`config.mk`:
```
export PLATFORM = sky130hd
export DESIGN_NAME = hrc_ctrl
export DESIGN_NICKNAME = d
export VERILOG_FILES = /design/src/hw/rtl/histogram_range_colouring_assert.svh /design/src/hw/rtl/hrc_pkg.sv /design/src/hw/rtl/hrc_ctrl.sv
export SDC_FILE = /design/constraint.sdc
export NUM_CORES = 1
export LEC_CHECK = 0
export ABC_CLOCK_PERIOD_IN_PS = 1500
export BUFFER_PORTS_ARGS = -buffer_cell sky130_fd_sc_hd__buf_2
export CAP_MARGIN = 15
export CORE_AREA = 4 4 41 43
export DETAILED_ROUTE_END_ITERATION = 6
export DIE_AREA = 0 0 45 47
export PLACE_DENSITY = 0.73
export SETUP_SLACK_MARGIN = 0.4
export SLEW_MARGIN = 20
export SYNTH_ARGS = -nofsm -noshare
export SYNTH_HDL_FRONTEND = slang
export SYNTH_SLANG_ARGS = --single-unit
```
`constraint.sdc`:
```
create_clock -name clk -period 1.5 [get_ports clk]
set_clock_uncertainty 0.1 [all_clocks]
set_input_delay 0.075 -clock clk [delete_from_list [all_inputs] [get_ports clk]]
set_output_delay 0.075 -clock clk [all_outputs]
set_load 0.1 [all_outputs]
```
`src/hw/rtl/histogram_range_colouring_assert.svh`:
```
// ----------------------------------------------------------------------------
// Histogram range colouring assertion macros
// Concurrent check macros used by the colouring datapath; empty when SYNTH is set.
// ----------------------------------------------------------------------------
`ifndef HISTOGRAM_RANGE_COLOURING_ASSERT_SVH
`define HISTOGRAM_RANGE_COLOURING_ASSERT_SVH
`ifndef SYNTH
// same-cycle implication
`define HRC_ASSERT_IMPL(name, clk, rst, ante, cons) \
  name: assert property (@(posedge clk) disable iff (rst) (ante) |-> (cons)) \
    else $error("histogram colouring check violated");
// next-cycle implication
`define HRC_ASSERT_NEXT(name, clk, rst, ante, cons) \
  name: assert property (@(posedge clk) disable iff (rst) (ante) |=> (cons)) \
    else $error("histogram colouring check violated");
`else
`define HRC_ASSERT_IMPL(name, clk, rst, ante, cons)
`define HRC_ASSERT_NEXT(name, clk, rst, ante, cons)
`endif
`endif

```
`src/hw/rtl/hrc_pkg.sv`:
```
// ----------------------------------------------------------------------------
// Histogram range colouring package
// Field widths, operation and register codes, controller/datapath structs.
// ----------------------------------------------------------------------------
package hrc_pkg;

  localparam int ITER_W     = 11;
  localparam int CHAN_W     = 8;
  localparam int COLOUR_W   = 3 * CHAN_W;
  localparam int RC_W       = 2;
  localparam int CFG_IW     = 3;
  localparam int CFG_DW     = COLOUR_W;
  localparam int MAX_RANGES = 3;
  localparam int NUM_CHANS  = 3;
  localparam int STEP_W     = $clog2(CHAN_W);

  localparam logic [RC_W-1:0]   RANGE_COUNT_RESET = 2'd1;
  localparam logic [ITER_W-1:0] BOUND_RESET       = 11'd1024;

  typedef enum logic [1:0] {
    OP_ADD    = 2'd0,
    OP_COLOUR = 2'd1,
    OP_CLEAR  = 2'd2
  } op_t;

  typedef enum logic [CFG_IW-1:0] {
    REG_RANGE_COUNT  = 3'd0,
    REG_BOUND_ONE    = 3'd1,
    REG_BOUND_TWO    = 3'd2,
    REG_BOUND_THREE  = 3'd3,
    REG_COLOUR_ZERO  = 3'd4,
    REG_COLOUR_ONE   = 3'd5,
    REG_COLOUR_TWO   = 3'd6,
    REG_COLOUR_THREE = 3'd7
  } reg_index_t;

  typedef struct packed {
    logic take;
    logic clr_run;
    logic add_rd;
    logic add_wr;
    logic find;
    logic walk_run;
    logic mul;
    logic div_init;
    logic div_step;
    logic out_load;
  } dp_cmd_t;

  typedef struct packed {
    logic clr_last;
    logic black;
    logic walk_done;
    logic div_last;
    logic chan_last;
    logic out_free;
  } dp_status_t;

endpackage

```
`src/hw/rtl/hrc_ctrl.sv`:
```
// ----------------------------------------------------------------------------
// Histogram range colouring controller
// Sequences clear sweeps, bin updates, range walks and the channel divider.
// ----------------------------------------------------------------------------
module hrc_ctrl (
  input  logic                clk,
  input  logic                rst,
  input  logic                valid,
  input  logic [1:0]          op,
  output logic                ready,
  output hrc_pkg::dp_cmd_t    cmd,
  input  hrc_pkg::dp_status_t status
);

  typedef enum logic [3:0] {
    S_CLEAR,
    S_IDLE,
    S_ADD_RD,
    S_ADD_WR,
    S_FIND,
    S_WALK,
    S_MUL,
    S_DIV_INIT,
    S_DIV,
    S_OUT
  } state_t;

  state_t state;
  state_t state_next;

  always_ff @(posedge clk) begin
    if (rst) begin
      state <= S_CLEAR;
    end else begin
      state <= state_next;
    end
  end

  always_comb begin
    cmd        = '0;
    ready      = 1'b0;
    state_next = state;
    case (state)
      S_CLEAR: begin
        cmd.clr_run = 1'b1;
        if (status.clr_last) begin
          state_next = S_IDLE;
        end
      end
      S_IDLE: begin
        ready = 1'b1;
        if (valid) begin
          cmd.take = 1'b1;
          case (op)
            hrc_pkg::OP_ADD:    state_next = S_ADD_RD;
            hrc_pkg::OP_COLOUR: state_next = S_FIND;
            hrc_pkg::OP_CLEAR:  state_next = S_CLEAR;
            default:            state_next = S_IDLE;
          endcase
        end
      end
      S_ADD_RD: begin
        cmd.add_rd = 1'b1;
        state_next = S_ADD_WR;
      end
      S_ADD_WR: begin
        cmd.add_wr = 1'b1;
        state_next = S_IDLE;
      end
      S_FIND: begin
        cmd.find   = 1'b1;
        state_next = status.black ? S_OUT : S_WALK;
      end
      S_WALK: begin
        cmd.walk_run = 1'b1;
        if (status.walk_done) begin
          state_next = S_MUL;
        end
      end
      S_MUL: begin
        cmd.mul    = 1'b1;
        state_next = S_DIV_INIT;
      end
      S_DIV_INIT: begin
        cmd.div_init = 1'b1;
        state_next   = S_DIV;
      end
      S_DIV: begin
        cmd.div_step = 1'b1;
        if (status.div_last) begin
          state_next = status.chan_last ? S_OUT : S_MUL;
        end
      end
      S_OUT: begin
        if (status.out_free) begin
          cmd.out_load = 1'b1;
          state_next   = S_IDLE;
        end
      end
      default: begin
        state_next = S_IDLE;
      end
    endcase
  end

endmodule

```
==> results of run 1 <==
per-layer routing:
| layer | vias up | global-route usage | routed length, um |
|---|---|---|---|
| met2 | 16 | 0.336 | 939 |
| met1 | 278 | 0.200 | 627 |
| li1 | 306 | - | - |
| met3 | 2 | 0.0268 | 60 |
| met5 | - | 0 | 0 |
| met4 | 0 | 0.0702 | 27 |
power groups by stage:
stage | combinational (mW) | sequential [mW] | clock (mW)
floorplan | 1.16 | 0.179 | 0
global placement | 1.68 | 0.169 | 0
detailed placement | 1.71 | 0.173 | 0
CTS | 1.83 | 0.178 | 0.136
global route | 1.94 | 0.182 | 0.142
finish | 1.84 | 0.179 | 0.134
worst min-delay path, stage by stage:
cell and delay [ps]:
buf_2 120, o22ai_4 100, o21ai_1 110, a21oi_1 60
cells in the final DEF (no fill, tap or decap), drive strengths merged:
cell / Yosys / final
o32a: 1 / 1
a211oi: 2 / 2
buf: 2 / 39
nand4: 1 / 1
nand2b: 5 / 5
nand2: 3 / 3
o21ba: 1 / 1
and2: 1 / 1
o31a: 2 / 2
o21ai: 3 / 3
nor2b: 2 / 2
or4b: 1 / 1
inv: 3 / 2
mux2: 1 / 1
nor2: 6 / 6
o21bai: 1 / 1
o22a: 1 / 1
nor3: 5 / 5
dlygate4sd3: 0 / 1
or3: 1 / 1
clkinvlp: 0 / 1
nor3b: 2 / 2
nor4: 2 / 2
a21oi: 4 / 4
dfxtp: 4 / 4
or2b: 1 / 1
a31oi: 1 / 1
a2bb2oi: 1 / 1
clkbuf: 2 / 3
or4: 1 / 1
o22ai: 1 / 1
cell type report:
| class | count | area share |
|---|---|---|
| multi-input combinational | 50 | 0.451 |
| sequential | 4 | 0.0812 |
| tap | 15 | 0.0182 |
| clock buffer | 3 | 0.0218 |
| timing repair buffer | 40 | 0.413 |
| inverter | 3 | 0.0145 |
worst max-delay path by stage:
stage | from | endpoint | depth (start not counted)
global route | state[2] | cmd[9] | 4
finish | state[3] | cmd[9] | 4
CTS | state[2] | cmd[9] | 4
detailed placement | state[0] | state[3] | 4
global placement | state[3] | state[2] | 4
floorplan | state[1] | cmd[9] | 4
stage by stage:
step / instances / util / hold slack, ps / area (um^2)
floorplan: 61 / - / 44.1 / 573
CTS: 115 / 0.789 / 182 / 1030
finish: 115 / 0.793 / 182 / 1030
global placement: 109 / 0.721 / 176 / 938
global route: 115 / 0.793 / 205 / 1030
detailed placement: 109 / 0.721 / 185 / 938
logic make-up (layout without fill, tap and decap cells):
kind of cell	after synthesis	in the layout	share of synthesized area
compound gates	18	18	0.312
buf+inv	7	46	0.0786
flops	4	4	0.180
mux	1	1	0.0253
simple gates	31	31	0.405
what timing repair did:
item | 4_1_cts | 5_1_grt
resized for setup | 12 | 1
setup buffers | 2 | 0
hold buffers | 1 | 0
endpoints found under the setup margin | 15 | 15
endpoints found under the hold margin | 4 | 0
pin swaps | 6 | 1
==> results.sh, run 1 <==
export IMPL_synth_edf_count=0
export IMPL_grt_total_usage=0.179
export IMPL_run_status="finished, violations left"
export IMPL_synth_flop_cell="dfxtp_1"
export IMPL_gp_congestion=0.815
export IMPL_power_per_cell_area_mw_per_mm2=2090
export IMPL_fill_cells=83
export IMPL_yosysTopAreaCellShare=0.180
export IMPL_fin_crit_ps=1680
export IMPL_critPathCaptureType="output pin"
export IMPL_largest_register="state"
export IMPL_worst_pin_slew_ps=299
export IMPL_yosys_area_top_type="dfxtp_1"
export IMPL_p_clk_frac=0.062
export IMPL_cp_slowest_cell="or4b_4"
export IMPL_worstSkewPairLatency_ps=240
export IMPL_cts_buffers=3
export IMPL_fmax_mhz=594
export IMPL_intPower_mw=1.02
export IMPL_num_vias=602
export IMPL_cts_clk_slew_worst_paths_ps=40
export IMPL_crit_buf_inv=2
export IMPL_synthArstFlopShare=0
export IMPL_setup_ws_ps=-184
export IMPL_maxSlewViolCount=0
export IMPL_p_leak_nw=0.414
export IMPL_post_route_period_util=1.12
export IMPL_crit_arrival_ps=1510
export IMPL_power_switching_mw=1.13
export IMPL_finalSetupViolCount=13
export IMPL_reg2reg_from="state[3]"
export IMPL_critical_path_top_delay_family="simple AND/OR/NAND/NOR gates"
export IMPL_hold_start="valid"
export IMPL_die_h_um=47
export IMPL_holdPathStages=4
export IMPL_p_total_mw=2.15
export IMPL_synthesis_nets=72
export IMPL_ir_worst_vdd_uv=1660
export IMPL_dp_hpwl_mm=1.35
export IMPL_final_hold_violation_count=0
export IMPL_grt_max_degree=13
export IMPL_pre_cts_slack_ps=-62.9
export IMPL_cts_sinks=4
export IMPL_synth_seq_area_share=0.180
export IMPL_hold_path_endpoint="state[0]"
export IMPL_drt_pass1_iter_count=4
export IMPL_tns_ps=-1590
export IMPL_slew_headroom=0.800
export IMPL_violations="negative setup slack"
export IMPL_post_route_drc_count=0
export IMPL_slowest_delay_ps=540
export IMPL_final_seq_area_um2=83.8
export IMPL_overflow=0
export IMPL_vias_per_cell=5.23
export IMPL_layout_drive_gt1_share=0.680
export IMPL_cts_root_buffer="clkbuf_4"
export IMPL_tritoncts="yes"
export IMPL_yosysWarnings=0
export IMPL_reg2reg_to="state[2]"
export IMPL_portBuffers=21
export IMPL_syn_area_um2=445
export IMPL_reg_top3="state x4"
export IMPL_io_pins=22
export IMPL_drt_iter0_markers=9
export IMPL_worstHoldPathType="input pin to flip-flop"
export IMPL_syn_avg_cell_area_um2=7.30
export IMPL_crit_required_ps=1320
export IMPL_syn_instance_count=61
export IMPL_ys_ff_latch=4
export IMPL_syn_to_final_growth_pct=132
export IMPL_rsz0062_at_grt="yes"
export IMPL_worstSetupPathType="flip-flop to output pin"
export IMPL_pwr_share_seq=0.083
export IMPL_core_mm2=0.00130
export IMPL_multiInputGateArea_um2=465
export IMPL_cp_start_kind="flip-flop"
export IMPL_largest_register_ffs=4
export IMPL_routed_wl_mm=1.66
export IMPL_path_cells="or4b_4 -> clkinvlp_4 -> and2_4 -> buf_12"
export IMPL_swShare=0.524
export IMPL_max_clock_path_buffers=2
export IMPL_antenna_found_initial=0
export IMPL_yosys_top_cells_count="nand2b_1 (5), nor2_1 (5), nor3_1 (5)"
export IMPL_routedWlPerCell_um=14.4
export IMPL_rows=13
export IMPL_pwr_share_comb=0.855
export IMPL_max_cap_violations=0
export IMPL_grt_pass1_wl_mm=2.75
export IMPL_fp_dieW_um=45
export IMPL_r2r_slack_ps=-140
export IMPL_ys_top_cells_by_area="dfxtp_1 (18%), nand2b_1 (7.0%), nor3_1 (5.6%), a21oi_1 (4.5%), o22ai_4 (4.5%)"
export IMPL_cts_htree_levels=1
export IMPL_r2r_cells=5
export IMPL_layout_nets=113
export IMPL_grt_pass1_vias=618
export IMPL_initial_core_util=0.342
export IMPL_drtAntennaViolNets=0
export IMPL_die_area_mm2=0.00212
export IMPL_antenna_cells=0
export IMPL_synth_cell_types=31
export IMPL_worst_path_max_fanout=3
Note: power is estimated with default switching activity, not from simulation.
==> run 2, diff against run 1 <==
ABC_CLOCK_PERIOD_IN_PS = 1400   (was 1500)
CAP_MARGIN = 5   (was 15)
PLACE_DENSITY = default   (was 0.73)
clock period = 1.4 ns   (was 1.5 ns; I/O delays follow)
==> run 2 against run 1 <==
  * The flow still finishes with violations (negative setup slack)
  * Setup slack worse by 170 ps
  * Non-clock buffer count grew 7
  * Clock-buffer cell count stayed put
  * Hold slack worse by 8.8 ps
  * Via count increased by 11%
  * Sequential power increased by 9%
  * Clock power grew 12%
  * Power increased by 19%
  * Critical path depth increased by 2
  * Die area unchanged
  * Design area is 9.0% higher
  * Highest routed layer unchanged
==> results.sh, run 2 (same netlist as run 1, synthesis figures left out) <==
export IMPL_run_status="finished, violations left"
export IMPL_violations="negative setup slack"
export IMPL_cp_slowest_cell="or4b_4"
export IMPL_max_cap_violations=0
export IMPL_maxSlewViolCount=0
export IMPL_routedWlPerCell_um=16.9
export IMPL_grt_pass1_wl_mm=3.22
export IMPL_cts_clk_slew_worst_paths_ps=40
export IMPL_worstHoldPathType="input pin to flip-flop"
export IMPL_cp_start_kind="flip-flop"
export IMPL_drt_iter0_markers=12
export IMPL_layout_nets=120
export IMPL_largest_register_ffs=4
export IMPL_cts_htree_levels=1
export IMPL_worst_pin_slew_ps=349
export IMPL_fin_crit_ps=1750
export IMPL_reg_top3="state x4"
export IMPL_largest_register="state"
export IMPL_mostFrequentLayoutCell="buf_6"
export IMPL_grt_max_degree=12
export IMPL_post_place_cells=113
export IMPL_die_h_um=47
export IMPL_layout_drive_gt1_share=0.682
export IMPL_drt_pass1_iter_count=4
export IMPL_fin_cells=122
export IMPL_fill_cells=70
export IMPL_rows=13
export IMPL_p_leak_nw=0.458
export IMPL_post_route_period_util=1.25
export IMPL_routed_wl_mm=2.06
export IMPL_fmax_mhz=571
export IMPL_grt_pass1_vias=698
export IMPL_antenna_found_initial=0
export IMPL_gp_congestion=0.815
export IMPL_initial_core_util=0.342
export IMPL_overflow=0
export IMPL_worstSkewPairLatency_ps=240
export IMPL_die_area_mm2=0.00212
export IMPL_cts_sinks=4
export IMPL_fp_dieW_um=45
export IMPL_setup_ws_ps=-351
export IMPL_vias_per_cell=5.48
export IMPL_max_clock_path_buffers=2
export IMPL_layout_common_cells="buf_6 (13), buf_4 (12), buf_12 (11)"
export IMPL_worst_path_max_fanout=3
export IMPL_post_route_drc_count=0
export IMPL_crit_buf_inv=3
export IMPL_slew_headroom=0.765
export IMPL_antenna_cells=0
export IMPL_syn_to_final_growth_pct=153
export IMPL_finalSetupViolCount=15
export IMPL_io_pins=22
export IMPL_cts_root_buffer="clkbuf_4"
export IMPL_core_mm2=0.00130
export IMPL_portBuffers=21
export IMPL_dp_hpwl_mm=1.36
export IMPL_slowest_delay_ps=570
export IMPL_path_cells="or4b_4 -> buf_6 -> o22ai_4 -> buf_4 -> buf_6 -> nor4_1"
export IMPL_grt_total_usage=0.211
export IMPL_power_per_cell_area_mw_per_mm2=2270
export IMPL_critPathCaptureType="flip-flop"
export IMPL_final_hold_violation_count=0
export IMPL_crit_arrival_ps=1770
export IMPL_ir_worst_vdd_uv=1680
export IMPL_tritoncts="yes"
export IMPL_worstSetupPathType="flip-flop to flip-flop"
export IMPL_p_total_mw=2.56
export IMPL_cts_buffers=3
export IMPL_num_vias=669
export IMPL_crit_required_ps=1420
export IMPL_drtAntennaViolNets=0
export IMPL_critical_path_top_delay_family="simple AND/OR/NAND/NOR gates"
export IMPL_cpMostUsedCell="buf_6"
export IMPL_rsz0062_at_grt="yes"
run 2: cell count changes in the layout (fill, tap and decap cells not counted), sizes merged:
cell	delta
buf	+7
run 2: area by class of cell:
class / instances / area, um^2 / share of cell area
repair buffers: 47 / 517 / 0.459
flip-flops and latches: 4 / 85.1 / 0.0756
multi-input cells: 50 / 467 / 0.415
clock buffers: 3 / 22.5 / 0.0200
well taps: 15 / 18.8 / 0.0167
inverters: 3 / 15.0 / 0.0133
run 2: worst paths after layout:
path | to | slack (ps) | startpoint | cells after the start
worst max-delay path | state[1] | -350 | state[3] | 6
worst min-delay path | state[1] | 170 | op[1] | 5
worst max register to register | state[1] | -350 | state[3] | 6
worst min register to register | state[3] | 620 | state[3] | 3
run 2: power breakdown:
part | internal (mW) | leakage (nW) | switching (mW) | total [mW]
Combinational | 0.983 | 0.410 | 1.23 | 2.21
Sequential | 0.158 | 0.0341 | 0.0379 | 0.196
Clock | 0.0963 | 0.0138 | 0.0535 | 0.150
Total | 1.24 | 0.458 | 1.32 | 2.56
run 2: worst register-to-register path: cells and delay by family, from the launching register on:
family / cells / cell delay, ps
buf+inv: 3 / 390
simple gates: 2 / 610
flops: 1 / 330
compound gates: 1 / 210
run 2: timing repair:
action                                 CTS  global route
pin swaps                                4             2
setup endpoints to repair               15            15
buffers inserted                         2             3
hold buffers                             1             0
endpoints found under the hold margin    4             0
resized for setup                       20             4
run 2: stage by stage:
| stage | TNS, ps | area (um^2) | hold slack, ps | utilization | worst slack, ps |
|---|---|---|---|---|---|
| after detailed placement | -810 | 968 | 180 | 0.744 | -166 |
| final | -3440 | 1120 | 173 | 0.864 | -351 |
| after global routing | -4090 | 1120 | 213 | 0.864 | -385 |
| after floorplan | -3310 | 573 | 39.1 | - | -505 |
| after CTS | -3000 | 1090 | 171 | 0.835 | -302 |
| after global placement | -516 | 968 | 180 | 0.744 | -126 |
run 2: routing by layer:
layer | global-route usage | share of wire | vias up
li1 | - | - | 319
met1 | 0.229 | 0.37 | 310
met2 | 0.398 | 0.55 | 30
met3 | 0.0383 | 0.052 | 10
met4 | 0.0877 | 0.033 | 0
met5 | 0 | 0 | -
